$ cat config.mk
export PLATFORM = sky130hd
export DESIGN_NAME = radix_integer_to_ascii_top
export DESIGN_NICKNAME = d
export VERILOG_FILES = /design/src/ria_pkg.sv /design/src/radix_integer_to_ascii_top.sv /design/src/ria_ctrl.sv /design/src/ria_datapath.sv
export VERILOG_INCLUDE_DIRS = /design/src /design/src/src
export SDC_FILE = /design/constraint.sdc
export NUM_CORES = 1
export LEC_CHECK = 0
export ABC_CLOCK_PERIOD_IN_PS = 37700
export BUFFER_PORTS_ARGS = -buffer_cell sky130_fd_sc_hd__buf_2
export CORE_ASPECT_RATIO = 0.7
export CORE_UTILIZATION = 56
export DETAILED_ROUTE_END_ITERATION = 6
export HOLD_SLACK_MARGIN = 0.1
export PLACE_DENSITY = 0.77
export SKIP_CTS_REPAIR_TIMING = 1
export SLEW_MARGIN = 5
export SYNTH_ARGS = -nofsm -noshare
export SYNTH_HDL_FRONTEND = slang
export SYNTH_HIERARCHICAL = 1
export SYNTH_SLANG_ARGS = --single-unit
$ cat constraint.sdc
create_clock -name clk -period 37.7 [get_ports clk]
set_input_delay 3.77 -clock clk [delete_from_list [all_inputs] [get_ports clk]]
set_output_delay 3.77 -clock clk [all_outputs]
set_load 0.05 [all_outputs]
$ cat src/assert_macros.svh
// Assertion macros for the RTL of the integer-to-text converter.
// Each macro expects a clock named clk and a synchronous reset named rst in scope.
`ifndef ASSERT_MACROS_SVH
`define ASSERT_MACROS_SVH

// Same-cycle implication, checked at every rising edge outside reset
`define ASSERT_IMPLY(label, ante, cons, msg) \
  label: assert property (@(posedge clk) disable iff (rst) (ante) |-> (cons)) else $error(msg);

// Next-cycle implication
`define ASSERT_NEXT(label, ante, cons, msg) \
  label: assert property (@(posedge clk) disable iff (rst) (ante) |=> (cons)) else $error(msg);

`endif

$ cat src/ria_pkg.sv
// Package for the radix integer-to-ASCII converter: FSM state type,
// controller/datapath command and status words, character constants.
// No dependencies.
package ria_pkg;

  // Base handling
  localparam logic [5:0] DEFAULT_RADIX = 6'd10;
  localparam logic [5:0] MAX_RADIX     = 6'd36;

  // Bits of the dividend consumed per divider cycle
  localparam int CHUNK_BITS = 8;

  // ASCII codes
  localparam logic [6:0] CH_ZERO  = 7'h30;
  localparam logic [6:0] CH_ALPHA = 7'h41;
  localparam logic [6:0] CH_MINUS = 7'h2D;

  typedef enum logic [1:0] {
    ST_IDLE,
    ST_DIV,
    ST_SIGN,
    ST_DIGIT
  } state_t;

  // Controller to datapath
  typedef struct packed {
    logic load;
    logic div_step;
    logic emit_sign;
    logic emit_digit;
  } cmd_t;

  // Datapath to controller
  typedef struct packed {
    logic step_last;  // divider on its final chunk of the current digit
    logic quot_zero;  // quotient after this chunk is zero
    logic neg;        // value being converted is negative
    logic nd_one;     // one digit left on the stack
  } status_t;

  // Digit value 0..35 to its character
  function automatic logic [6:0] digit_code(input logic [5:0] d);
    logic [6:0] code;
    if (d < 6'd10) begin
      code = CH_ZERO + {1'b0, d};
    end else begin
      code = CH_ALPHA + {1'b0, d} - 7'd10;
    end
    return code;
  endfunction

endpackage

$ cat src/radix_integer_to_ascii_top.sv
// Top level of the radix integer-to-ASCII converter.
// Joins ria_ctrl and ria_datapath; uses ria_pkg and assert_macros.svh.
//
// Usage:
//   Input: drive value (signed, low VALUE_BITS bits used) and radix, raise
//   start; the word is taken at the rising edge where start is high and busy
//   is low. Radix 0 or 1 means ten; radix above 36 is treated as 36.
//   Output: one character per word on char_code, valid for exactly one cycle
//   while strobe is high; last marks the final character. A negative value
//   gives '-' first. Zero gives a single '0'.
//   Timing: the chunked divider yields 8 quotient bits per cycle and works
//   through the whole dividend for each digit; once every digit is divided,
//   an optional sign and then the digits from the stack are sent, each through
//   the registered output word. busy drops in the cycle the last character
//   is shown, so the next start can be taken there.
//   One item is in work at a time; the digit stack ties each item to the end
//   of the previous one.
//   Reset: synchronous, active high; returns to idle, strobe low.
//   The receiver cannot stall: every strobe cycle is a delivered character.
`include "assert_macros.svh"

module radix_integer_to_ascii_top #(
  parameter int VALUE_BITS = 32
) (
  input  logic        clk,
  input  logic        rst,
  input  logic        start,
  output logic        busy,
  input  logic [31:0] value,
  input  logic [5:0]  radix,
  output logic        strobe,
  output logic [6:0]  char_code,
  output logic        last
);

  ria_pkg::cmd_t    cmd;
  ria_pkg::status_t status;

  // Sequencer
  ria_ctrl u_ctrl (
    .clk    (clk),
    .rst    (rst),
    .start  (start),
    .status (status),
    .cmd    (cmd),
    .busy   (busy)
  );

  // Divider, digit stack and output register
  ria_datapath #(
    .VALUE_BITS (VALUE_BITS)
  ) u_datapath (
    .clk       (clk),
    .rst       (rst),
    .value     (value),
    .radix     (radix),
    .cmd       (cmd),
    .status    (status),
    .strobe    (strobe),
    .char_code (char_code),
    .last      (last)
  );

  // Checks
  `ASSERT_IMPLY(a_strobe_from_busy, strobe, $past(busy), "character word without an item in work")
  `ASSERT_NEXT(a_accept_busy, start && !busy, busy, "accepted item did not raise busy")
  `ASSERT_NEXT(a_last_ends, strobe && last, !strobe, "character word after the last one")
  `ASSERT_IMPLY(a_more_busy, strobe && !last, busy, "idle before the last character")

endmodule

$ cat src/ria_ctrl.sv
// Controller FSM for the integer-to-text converter.
// Sequences load, digit division, sign and digit emission. Uses ria_pkg.
module ria_ctrl (
  input  logic             clk,
  input  logic             rst,
  input  logic             start,
  input  ria_pkg::status_t status,
  output ria_pkg::cmd_t    cmd,
  output logic             busy
);

  ria_pkg::state_t state;
  ria_pkg::state_t state_next;

  // State register
  always_ff @(posedge clk) begin
    if (rst) begin
      state <= ria_pkg::ST_IDLE;
    end else begin
      state <= state_next;
    end
  end

  // Next state
  always_comb begin
    state_next = state;
    case (state)
      ria_pkg::ST_IDLE: begin
        if (start) state_next = ria_pkg::ST_DIV;
      end
      ria_pkg::ST_DIV: begin
        if (status.step_last && status.quot_zero) begin
          state_next = status.neg ? ria_pkg::ST_SIGN : ria_pkg::ST_DIGIT;
        end
      end
      ria_pkg::ST_SIGN: begin
        state_next = ria_pkg::ST_DIGIT;
      end
      ria_pkg::ST_DIGIT: begin
        if (status.nd_one) state_next = ria_pkg::ST_IDLE;
      end
      default: state_next = ria_pkg::ST_IDLE;
    endcase
  end

  // Outputs
  always_comb begin
    cmd  = '0;
    busy = 1'b1;
    case (state)
      ria_pkg::ST_IDLE: begin
        busy     = 1'b0;
        cmd.load = start;
      end
      ria_pkg::ST_DIV:   cmd.div_step   = 1'b1;
      ria_pkg::ST_SIGN:  cmd.emit_sign  = 1'b1;
      ria_pkg::ST_DIGIT: cmd.emit_digit = 1'b1;
      default:           busy           = 1'b0;
    endcase
  end

endmodule

$ cat src/ria_datapath.sv
// Datapath for the integer-to-text converter: magnitude/radix registers,
// chunked restoring divider, digit stack and output word register. Uses ria_pkg.
module ria_datapath #(
  parameter int VALUE_BITS = 32
) (
  input  logic             clk,
  input  logic             rst,
  input  logic [31:0]      value,
  input  logic [5:0]       radix,
  input  ria_pkg::cmd_t    cmd,
  output ria_pkg::status_t status,
  output logic             strobe,
  output logic [6:0]       char_code,
  output logic             last
);

  localparam int STEPS = (VALUE_BITS + ria_pkg::CHUNK_BITS - 1) / ria_pkg::CHUNK_BITS;
  localparam int DW    = STEPS * ria_pkg::CHUNK_BITS;
  localparam int SW    = (STEPS > 1) ? $clog2(STEPS) : 1;
  localparam int NW    = $clog2(VALUE_BITS + 1);
  localparam int IW    = $clog2(VALUE_BITS);

  logic [DW-1:0]         dividend;
  logic [5:0]            rad;
  logic                  neg;
  logic [5:0]            rem;
  logic [SW-1:0]         step;
  logic [NW-1:0]         nd;
  logic [5:0]            stack [VALUE_BITS];

  logic [VALUE_BITS-1:0] raw;
  logic [VALUE_BITS-1:0] mag_in;
  logic [5:0]            rad_in;
  logic [DW-1:0]         dividend_next;
  logic [5:0]            rem_next;
  logic                  step_last;
  logic [NW-1:0]         nd_dec;

  // Input conditioning: magnitude and saturated base
  assign raw    = value[VALUE_BITS-1:0];
  assign mag_in = raw[VALUE_BITS-1] ? (~raw + 1'b1) : raw;
  assign rad_in = (radix <= 6'd1) ? ria_pkg::DEFAULT_RADIX :
                  (radix > ria_pkg::MAX_RADIX) ? ria_pkg::MAX_RADIX : radix;

  // One chunk of restoring division; quotient bits shift in at the bottom
  always_comb begin
    logic [6:0]    r;
    logic [DW-1:0] d;
    r = {1'b0, rem};
    d = dividend;
    for (int i = 0; i < ria_pkg::CHUNK_BITS; i++) begin
      r = {r[5:0], d[DW-1]};
      d = {d[DW-2:0], 1'b0};
      if (r >= {1'b0, rad}) begin
        r    = r - {1'b0, rad};
        d[0] = 1'b1;
      end
    end
    rem_next      = r[5:0];
    dividend_next = d;
  end

  assign step_last = (step == SW'(STEPS - 1));
  assign nd_dec    = nd - 1'b1;

  // Status to controller
  always_comb begin
    status.step_last = step_last;
    status.quot_zero = (dividend_next == '0);
    status.neg       = neg;
    status.nd_one    = (nd == NW'(1));
  end

  // Control counters and output strobe
  always_ff @(posedge clk) begin
    if (rst) begin
      step   <= '0;
      nd     <= '0;
      strobe <= 1'b0;
    end else begin
      strobe <= cmd.emit_sign | cmd.emit_digit;
      if (cmd.load) begin
        step <= '0;
        nd   <= '0;
      end else if (cmd.div_step) begin
        if (step_last) begin
          step <= '0;
          nd   <= nd + 1'b1;
        end else begin
          step <= step + 1'b1;
        end
      end else if (cmd.emit_digit) begin
        nd <= nd_dec;
      end
    end
  end

  // Payload registers
  always_ff @(posedge clk) begin
    if (cmd.load) begin
      dividend <= DW'(mag_in);
      rad      <= rad_in;
      neg      <= raw[VALUE_BITS-1];
      rem      <= '0;
    end else if (cmd.div_step) begin
      dividend <= dividend_next;
      rem      <= step_last ? 6'd0 : rem_next;
      if (step_last) stack[nd[IW-1:0]] <= rem_next;
    end
    if (cmd.emit_sign) begin
      char_code <= ria_pkg::CH_MINUS;
      last      <= 1'b0;
    end else if (cmd.emit_digit) begin
      char_code <= ria_pkg::digit_code(stack[nd_dec[IW-1:0]]);
      last      <= (nd == NW'(1));
    end
  end

endmodule
==> flow_summary.json, run 1 <==
{
  "post-route-min-period_ns": 18.98,
  "synth_area_sq_um": 13900,
  "fillers": 1754,
  "firstDrtPassIters": 5,
  "worstPathArrival_ns": 19.13,
  "boundaryPins": 51,
  "ys_types": 78,
  "yosys.area.top_type_share_pct": 49.8,
  "grt_max_degree": 81,
  "initial_utilization_pct": 58.0,
  "end_kind": "flip-flop",
  "syn_nets": 1158,
  "synthTopCellsByArea": "edfxtp_1 50%, mux4_2 9.7%, ha_1 5.7%",
  "cp_common_cell": "o21ai_0",
  "die_y_microns": 134,
  "io_buffer_count": 50,
  "antenna_found_initial": 0,
  "final_layout_size_suffix_gt1_share_pct": 19.4,
  "avgSynthCellArea_sq_um": 13.3,
  "gp_congestion": 0.951,
  "crit_family": "compound AO/OA/AOI/OAI gates",
  "drt_wl_total_microns": 30600,
  "dieArea_sq_um": 25500,
  "cpPeakStageDelay_ns": 0.91,
  "wl_per_cell_microns": 21.5,
  "rsz0062_at_grt": "false",
  "ys_seq_elements": 256,
  "r2r_cells": 75,
  "fp.dieW_microns": 190,
  "grtUsageTotal_pct": 24.9,
  "diodes": 0,
  "slew_viol_final": 0,
  "synthCells": 1046,
  "cap_violations": 0,
  "yosys-top-cells-count": "231 x edfxtp_1, 102 x nor2_1, 63 x ha_1, 60 x mux4_2, 56 x a21oi_1",
  "core-area_sq_um": 24000,
  "cts_root_buf": "clkbuf_16",
  "hold_violations": 0,
  "final-setup-viol-count": 0,
  "finalCritPeriodShare_pct": 50.3,
  "max_freq_mhz": 52.7,
  "drc": 0,
  "cts_buffers": 25,
  "via_per_inst": 6.15,
  "whs_path_depth": 2,
  "slew_headroom_pct": 21.4,
  "dp.final_hpwl_microns": 20900,
  "num_rows": 47,
  "cp-start-kind": "flip-flop",
  "multi_input_area_sq_um": 6080,
  "grt_pass1_vias": 8339,
  "run_status": "complete, no violations",
  "fin_util_pct": 63.5,
  "setup_tns_ns": 0,
  "h-tree-depth": 1,
  "nNetsFinal": 1196,
  "path_buf_inv": 6,
  "grt_pass1_wl_microns": 48100,
  "clk_pin_slew_worst_paths_ns": 0.06,
  "worst_pin_slew_ns": 1.18,
  "path_class": "flip-flop to flip-flop",
  "yosys_warnings": 6,
  "ant_nets": 0,
  "hold_ws_ns": 0.489,
  "synth_edf_count": 231,
  "clock_latency_ns": 0.55,
  "grt_overflow": 0,
  "syn_to_final_growth_pct": 9.41,
  "cts_buffer_depth": 3,
  "path_max_fanout": 32,
  "drtIter0Drc": 913,
  "hold_path.class": "flip-flop to flip-flop",
  "ys.flop_type": "edfxtp_1",
  "synthArstFlopShare_pct": 0,
  "cp_num_cells": 75,
  "slowest_stage": "nor2_2",
  "synth_top_area_cell": "edfxtp_1",
  "ys_seq_area_share_pct": 53.4,
  "cp.required_ns": 37.85,
  "cts.sinks": 256,
  "cts_tree": "yes",
  "seqCellArea_sq_um": 7440,
  "vias": 8743,
  "fin_skew_ns": 0.0359,
  "synthMostInstantiatedCell": "edfxtp_1"
}
[metal layers]
layer	GRT usage, %	wire length [microns]	up-vias
met5	0	0	-
met4	4.40	358	0
met3	5.57	2930	30
met2	34.7	12700	363
met1	40.2	14700	4275
li1	-	-	4075
[sequential cells by signal, summed over array words and instances, names as in the netlist]
register and flops:
u_datapath/rad 6, u_datapath/char_code 7, u_datapath/rem 6, u_datapath/last 1, u_datapath/step 2, u_datapath/nd 6, u_datapath/stack 192, u_datapath/neg 1
u_datapath/strobe 1, u_datapath/dividend 32, u_ctrl/state 2
[layout make-up]
cell class,count,area share (%)
inverter,43,1.06
clock buffer,35,4.49
multi-input combinational,701,39.9
clock inverter,11,1.06
tap,318,2.61
timing repair buffer,57,1.99
sequential,256,48.9
[worst paths after layout]
| kind | endpoint | from | slack [ns] |
|---|---|---|---|
| worst min register to register | u_datapath/char_code[6]$_SDFFE_PP0P_ | u_datapath/char_code[6]$_SDFFE_PP0P_ | 0.49 |
| worst min-delay path | u_datapath/char_code[6]$_SDFFE_PP0P_ | u_datapath/char_code[6]$_SDFFE_PP0P_ | 0.49 |
| worst max-delay path | u_datapath/stack[15][5]$_DFFE_PP_ | u_datapath/rad[1]$_SDFFCE_PP1P_ | 18.72 |
| worst max register to register | u_datapath/stack[15][5]$_DFFE_PP_ | u_datapath/rad[1]$_SDFFCE_PP1P_ | 18.72 |
[stage by stage]
stage               area (sq um)  setup WS (ns)  cells
detailed placement         14400          19.00   1375
global placement           14400          19.71   1375
floorplan                  13900          20.36   1046
CTS                        15200          18.91   1421
global route               15200          17.42   1421
finish                     15200          18.72   1421
[worst register-to-register path: cells and delay by family (launching register included)]
| kind | cells | cell delay, ns |
|---|---|---|
| simple gates | 18 | 3.85 |
| flops | 1 | 0.68 |
| buf+inv | 6 | 0.98 |
| fa+ha+maj | 8 | 2.40 |
| compound gates | 40 | 9.69 |
| mux | 3 | 1.01 |
[cells in the final DEF, fill, tap and decap left out, types with 33 or more instances in the layout]
cell type / instances
o21ai_0: 33
buf_2: 50
ha_1: 62
inv_1: 43
nor2_1: 101
a21oi_1: 56
edfxtp_1: 231
xor2_1: 46
mux4_2: 60
nand2_1: 48
[kinds of logic after synthesis]
| logic type | share of synthesized area [%] |
|---|---|
| AO/OA/AOI/OAI | 9.85 |
| XOR/XNOR | 4.28 |
| adder cells (fa/ha/maj) | 6.88 |
| buffers and inverters | 3.06 |
| flip-flops | 53.4 |
| multiplexers | 13.2 |
| AND/OR/NAND/NOR | 9.32 |
Power of run 1 is not shown: default switching activity piles up to over one toggle a cycle in this logic, so the estimate is an artifact.
==> run 2: changes to the inputs <==
--- a/config.mk
+++ b/config.mk
@@ -6,13 +6,13 @@
 export SDC_FILE = /design/constraint.sdc
 export NUM_CORES = 1
 export LEC_CHECK = 0
-export ABC_CLOCK_PERIOD_IN_PS = 37700
+export ABC_CLOCK_PERIOD_IN_PS = 15380
 export BUFFER_PORTS_ARGS = -buffer_cell sky130_fd_sc_hd__buf_2
 export CORE_ASPECT_RATIO = 0.7
 export CORE_UTILIZATION = 56
 export DETAILED_ROUTE_END_ITERATION = 6
 export HOLD_SLACK_MARGIN = 0.1
-export PLACE_DENSITY = 0.77
+export PLACE_DENSITY = 0.8
 export SKIP_CTS_REPAIR_TIMING = 1
 export SLEW_MARGIN = 5
 export SYNTH_ARGS = -nofsm -noshare
==> constraint.sdc (replaced) <==
create_clock -name clk -period 15.38 [get_ports clk]
set_input_delay 1.538 -clock clk [delete_from_list [all_inputs] [get_ports clk]]
set_output_delay 1.538 -clock clk [all_outputs]
set_load 0.05 [all_outputs]
==> run 2 against run 1 <==
Effect of this change:
- worst setup slack worse by 18 ns
- final area increased by 5.9%
- via count is 7.3% higher
- clock skew down 0.013 ns
- first-iteration DRC count grew 23%
- clock-buffer cell count is 5 lower
- sequential cell count is the same
==> flow_summary.json, run 2 (synthesis results as in run 1) <==
{
  "clock_latency_ns": 0.53,
  "clk_pin_slew_worst_paths_ns": 0.07,
  "slew_headroom_pct": 42.1,
  "hold_path.class": "flip-flop to flip-flop",
  "syn_to_final_growth_pct": 15.8,
  "cts_buffers": 25,
  "grt_util_met2_pct": 36.3,
  "grt_pass1_vias": 8924,
  "largest_reg_flops": 192,
  "cap_violations": 0,
  "cts_root_buf": "clkbuf_16",
  "fin_skew_ns": 0.0233,
  "slew_viol_final": 0,
  "run_status": "complete, no violations",
  "drt_wl_total_microns": 33400,
  "gp_congestion": 0.942,
  "design_area_sq_um": 16100,
  "boundaryPins": 51,
  "finalCritPeriodShare_pct": 97.8,
  "drtIter0Drc": 1127,
  "rrSetupSlack_ns": 0.35,
  "core-area_sq_um": 24000,
  "worstPathArrival_ns": 15.43,
  "end_kind": "flip-flop",
  "grt_max_degree": 81,
  "cts_tree": "yes",
  "whs_path_depth": 2,
  "dieArea_sq_um": 25500,
  "ant_nets": 0,
  "worstReg2RegEnd": "u_ctrl/state[0]$_SDFFE_PP0P_",
  "via_per_inst": 6.31,
  "antenna_found_initial": 0,
  "grtUsageMet1_pct": 41.0,
  "cts_buffer_depth": 3,
  "max_freq_mhz": 66.5,
  "worst_pin_slew_ns": 0.868,
  "final-setup-viol-count": 0,
  "holdPathEnd": "u_datapath/char_code[4]$_SDFFE_PP0P_",
  "path_max_fanout": 7,
  "path_class": "flip-flop to flip-flop",
  "grtUsageTotal_pct": 25.9,
  "vias": 9380,
  "met3_usage_pct": 5.68,
  "cp.required_ns": 15.78,
  "fin_util_pct": 67.2,
  "hold_violations": 0,
  "busiest_layer": "met1",
  "cts.sinks": 256,
  "place_area_sq_um": 14700,
  "grt_overflow": 0,
  "num_rows": 47,
  "dp.final_hpwl_microns": 22300,
  "r2r_cells": 75,
  "hold_ws_ns": 0.500,
  "final_layout_size_suffix_gt1_share_pct": 28.7,
  "fp.dieW_microns": 190,
  "die_y_microns": 134,
  "wl_per_cell_microns": 22.4,
  "cp_common_cell": "a21o_1",
  "io_buffer_count": 50,
  "slowest_stage": "mux2_2",
  "drc": 0,
  "post-route-min-period_ns": 15.03,
  "h-tree-depth": 1,
  "final_cell_mix": "231 x edfxtp_1, 98 x nor2_1, 69 x buf_4, 60 x mux4_2, 50 x buf_2",
  "nNetsFinal": 1263,
  "grt_pass1_wl_microns": 50200,
  "cp-start-kind": "flip-flop",
  "hold_start": "u_datapath/char_code[4]$_SDFFE_PP0P_",
  "final_common_cell": "edfxtp_1",
  "diodes": 0,
  "r2r_start": "u_datapath/rad[2]$_SDFFCE_PP0P_",
  "cpPeakStageDelay_ns": 0.40,
  "firstDrtPassIters": 6,
  "initial_utilization_pct": 58.0
}
-- run 2: cell count changes in the layout (fill, tap and decap cells not counted), moves of 5 or more --
cell     previous run  this run
ha_4                0        12
inv_1              43        37
o21ai_1             2         7
buf_4               7        69
mux2_4              5        10
o21ai_0            33        22
a21oi_1            56        49
a21oi_2             0         6
mux2_2             14         9
ha_1               62        49
-- run 2: critical path, delay by kind of cell (launching register included) --
family,cells,cell delay [ns]
simple gates,18,2.86
buf+inv,7,0.76
fa+ha+maj,8,2.12
flops,1,0.34
compound gates,37,7.37
mux,5,1.42
-- run 2: worst max path at each step --
stage	depth (start not counted)	from	slack, ns	end
final	75	u_datapath/rad[2]$_SDFFCE_PP0P_	0.35	u_ctrl/state[0]$_SDFFE_PP0P_
after global routing	76	u_datapath/rad[2]$_SDFFCE_PP0P_	-0.30	u_ctrl/state[0]$_SDFFE_PP0P_
after CTS	74	u_datapath/rad[4]$_SDFFCE_PP0P_	-0.45	u_datapath/stack[8][5]$_DFFE_PP_
after detailed placement	74	u_datapath/rad[4]$_SDFFCE_PP0P_	-0.36	u_datapath/stack[15][5]$_DFFE_PP_
after global placement	73	u_datapath/rad[4]$_SDFFCE_PP0P_	0.05	u_datapath/stack[13][5]$_DFFE_PP_
after floorplan	77	u_datapath/rad[1]$_SDFFCE_PP1P_	0.03	u_datapath/stack[0][0]$_DFFE_PP_
-- run 2: final cells by class --
| class | count | area [sq um] |
|---|---|---|
| Tap cell | 318 | 398 |
| Fill cell | 1627 | 7870 |
| Multi-Input combinational cell | 702 | 6510 |
| Timing Repair Buffer | 123 | 840 |
| Clock buffer | 30 | 644 |
| Clock inverter | 15 | 123 |
| Sequential cell | 256 | 7440 |
| Inverter | 43 | 166 |
-- run 2: routing by layer --
layer | share of wire, % | vias up
met5 | 0 | -
met1 | 45 | 4628
met3 | 10 | 63
li1 | - | 4199
met4 | 2.0 | 0
met2 | 43 | 490
-- run 2: through the flow --
step,TNS [ns],cells,setup WS [ns]
final,0,1487,0.345
after global routing,-45.20,1487,-0.302
after CTS,-55.06,1452,-0.450
after detailed placement,-43.49,1407,-0.355
after global placement,0,1407,0.0524
after floorplan,0,1046,0.0273
Power of run 2 is left out for the same reason.
==> run 3: changes to the inputs <==
--- a/config.mk
+++ b/config.mk
@@ -17,5 +17,4 @@
 export SLEW_MARGIN = 5
 export SYNTH_ARGS = -nofsm -noshare
 export SYNTH_HDL_FRONTEND = slang
-export SYNTH_HIERARCHICAL = 1
 export SYNTH_SLANG_ARGS = --single-unit
==> constraint.sdc (replaced) <==
create_clock -name clk -period 15.38 [get_ports clk]
set_input_delay 4.614 -clock clk [delete_from_list [all_inputs] [get_ports clk]]
set_output_delay 4.614 -clock clk [all_outputs]
set_load 0.05 [all_outputs]
==> run 3 against run 2 <==
Effect of this change:
- worst setup slack better by 0.11 ns
- global-route usage rose by 2.5 points
- largest cell class unchanged
- maximum frequency increased by 0.75%
- first-iteration DRC count decreased by 5.4%
- critical path depth is 2 lower
==> flow_summary.json, run 3 <==
{
  "run_status": "complete, no violations",
  "path_class": "flip-flop to flip-flop",
  "crit_family": "compound AO/OA/AOI/OAI gates",
  "worstPathArrival_ns": 15.09,
  "fin_util_pct": 66.9,
  "nNetsFinal": 1290,
  "final_cells": 1516,
  "synthTopCellsByArea": "edfxtp_1 50%, mux4_2 9.7%, ha_1 5.7%",
  "cts_tree": "yes",
  "place_area_sq_um": 14800,
  "num_rows": 47,
  "initial_utilization_pct": 57.9,
  "synth_top_area_cell": "edfxtp_1",
  "firstDrtPassIters": 6,
  "final-setup-viol-count": 0,
  "dp.final_hpwl_microns": 24400,
  "synthCells": 1076,
  "fillers": 1652,
  "grt_max_degree": 65,
  "clk_pin_slew_worst_paths_ns": 0.07,
  "drc": 0,
  "cts_buffers": 24,
  "avgSynthCellArea_sq_um": 12.9,
  "syn_to_final_growth_pct": 15.7,
  "hold_path.class": "flip-flop to flip-flop",
  "worst_pin_slew_ns": 1.23,
  "ant_nets": 0,
  "max_freq_mhz": 67.0,
  "ys.flop_type": "edfxtp_1",
  "yosys-top-cells-count": "231 x edfxtp_1, 85 x nand2_1, 78 x nor2_1, 73 x o21ai_0, 63 x ha_1",
  "io_buffer_count": 50,
  "synth_edf_count": 231,
  "boundaryPins": 51,
  "grt_pass1_wl_microns": 53700,
  "via_per_inst": 6.37,
  "hold_violations": 0,
  "cp-start-kind": "flip-flop",
  "core-area_sq_um": 24000,
  "synth_area_sq_um": 13900,
  "path_buf_inv": 10,
  "synthArstFlopShare_pct": 0,
  "ys_seq_elements": 256,
  "syn_nets": 1188,
  "cts.sinks": 256,
  "final_cell_mix": "231 x edfxtp_1, 80 x nand2_1, 73 x nor2_1, 61 x o21ai_0, 60 x mux4_2",
  "grt_overflow": 0,
  "vias": 9654,
  "ys_seq_area_share_pct": 53.6,
  "post-route-min-period_ns": 14.92,
  "slew_headroom_pct": 17.1,
  "design_area_sq_um": 16100,
  "finalCritPeriodShare_pct": 97.0,
  "grtUsageTotal_pct": 28.4,
  "cp_common_cell": "ha_1",
  "dp.cells": 1454,
  "cts_buffer_depth": 3,
  "largest_reg_flops": 192,
  "dieArea_sq_um": 25400,
  "slew_viol_final": 0,
  "drt_wl_total_microns": 35800,
  "yosys.area.top_type_share_pct": 50.0,
  "final_layout_size_suffix_gt1_share_pct": 24.7,
  "end_kind": "flip-flop",
  "cts_root_buf": "clkbuf_16",
  "ys_types": 73,
  "die_y_microns": 134,
  "fp.dieW_microns": 190,
  "yosys_warnings": 0,
  "slowest_stage": "or4b_4",
  "clock_latency_ns": 0.54,
  "grt_pass1_vias": 9159,
  "final_common_cell": "edfxtp_1",
  "cap_violations": 0,
  "hold_ws_ns": 0.483,
  "path_max_fanout": 32,
  "rrSetupSlack_ns": 0.46,
  "gp_congestion": 0.943,
  "h-tree-depth": 1,
  "fin_skew_ns": 0.0231,
  "wl_per_cell_microns": 23.6,
  "synthMostInstantiatedCell": "edfxtp_1",
  "cpPeakStageDelay_ns": 0.57,
  "cp.required_ns": 15.54,
  "antenna_found_initial": 4,
  "drtIter0Drc": 1066
}
## run 3: cell types whose count changed in the layout (fill, tap and decap cells not counted), sizes merged, moves of 6 or more
cell | before | now
a21o | 23 | 15
buf | 123 | 111
o22ai | 0 | 7
a21oi | 57 | 34
o21ai | 38 | 75
nor3 | 11 | 18
nor2 | 103 | 78
xor2 | 46 | 38
inv | 45 | 51
nand2 | 48 | 85
## run 3: kinds of logic after synthesis
logic type                 share of synthesized area (%)
and+or+nand+nor                                     10.5
adders and majority gates                           6.90
buffers and inverters                               2.32
muxes                                               12.7
xor gates and xnor gates                            3.97
AOI/OAI and AO/OA                                   10.0
DFF                                                 53.6
## run 3: worst paths after layout
check	end	from	cells after the start
worst max-delay path	u_datapath.stack[26][4]$_DFFE_PP_	u_datapath.rem[3]$_SDFFE_PP0P_	73
worst min-delay path	u_datapath.char_code[6]$_SDFFE_PP0P_	u_datapath.char_code[6]$_SDFFE_PP0P_	2
worst max register to register	u_datapath.stack[26][4]$_DFFE_PP_	u_datapath.rem[3]$_SDFFE_PP0P_	73
worst min register to register	u_datapath.char_code[6]$_SDFFE_PP0P_	u_datapath.char_code[6]$_SDFFE_PP0P_	2
## run 3: area by class of cell
cell class | count | area (sq um) | area share, %
antenna | 3 | 7.51 | 0.0467
clock inverter | 17 | 166 | 1.04
timing repair buffer | 111 | 752 | 4.68
multi-input combinational | 736 | 6500 | 40.5
tap | 318 | 398 | 2.48
inverter | 49 | 184 | 1.15
clock buffer | 26 | 608 | 3.79
sequential | 256 | 7440 | 46.3
## run 3: worst register-to-register path, delay by kind of cell (launching register included)
kind,cells,cell delay (ns)
compound gates,30,5.59
simple gates,20,3.42
buf+inv,10,1.29
flops,1,0.39
fa+ha+maj,8,2.36
mux,5,1.49
## run 3: per-layer routing
layer | GRT usage (%) | routed length (microns) | part of all wire, %
met1 | 43.6 | 15700 | 44
met2 | 40.2 | 15200 | 42
met3 | 8.09 | 4170 | 12
met4 | 5.87 | 805 | 2.2
met5 | 0 | 13 | 0.036
## run 3: through the flow
step | worst slack (ns) | setup TNS, ns
floorplan | 0.000783 | 0
global placement | 0.409 | 0
detailed placement | -0.445 | -59.43
CTS | -0.536 | -77.37
global route | -0.168 | -25.23
finish | 0.458 | 0
Power of run 3 is left out for the same reason.
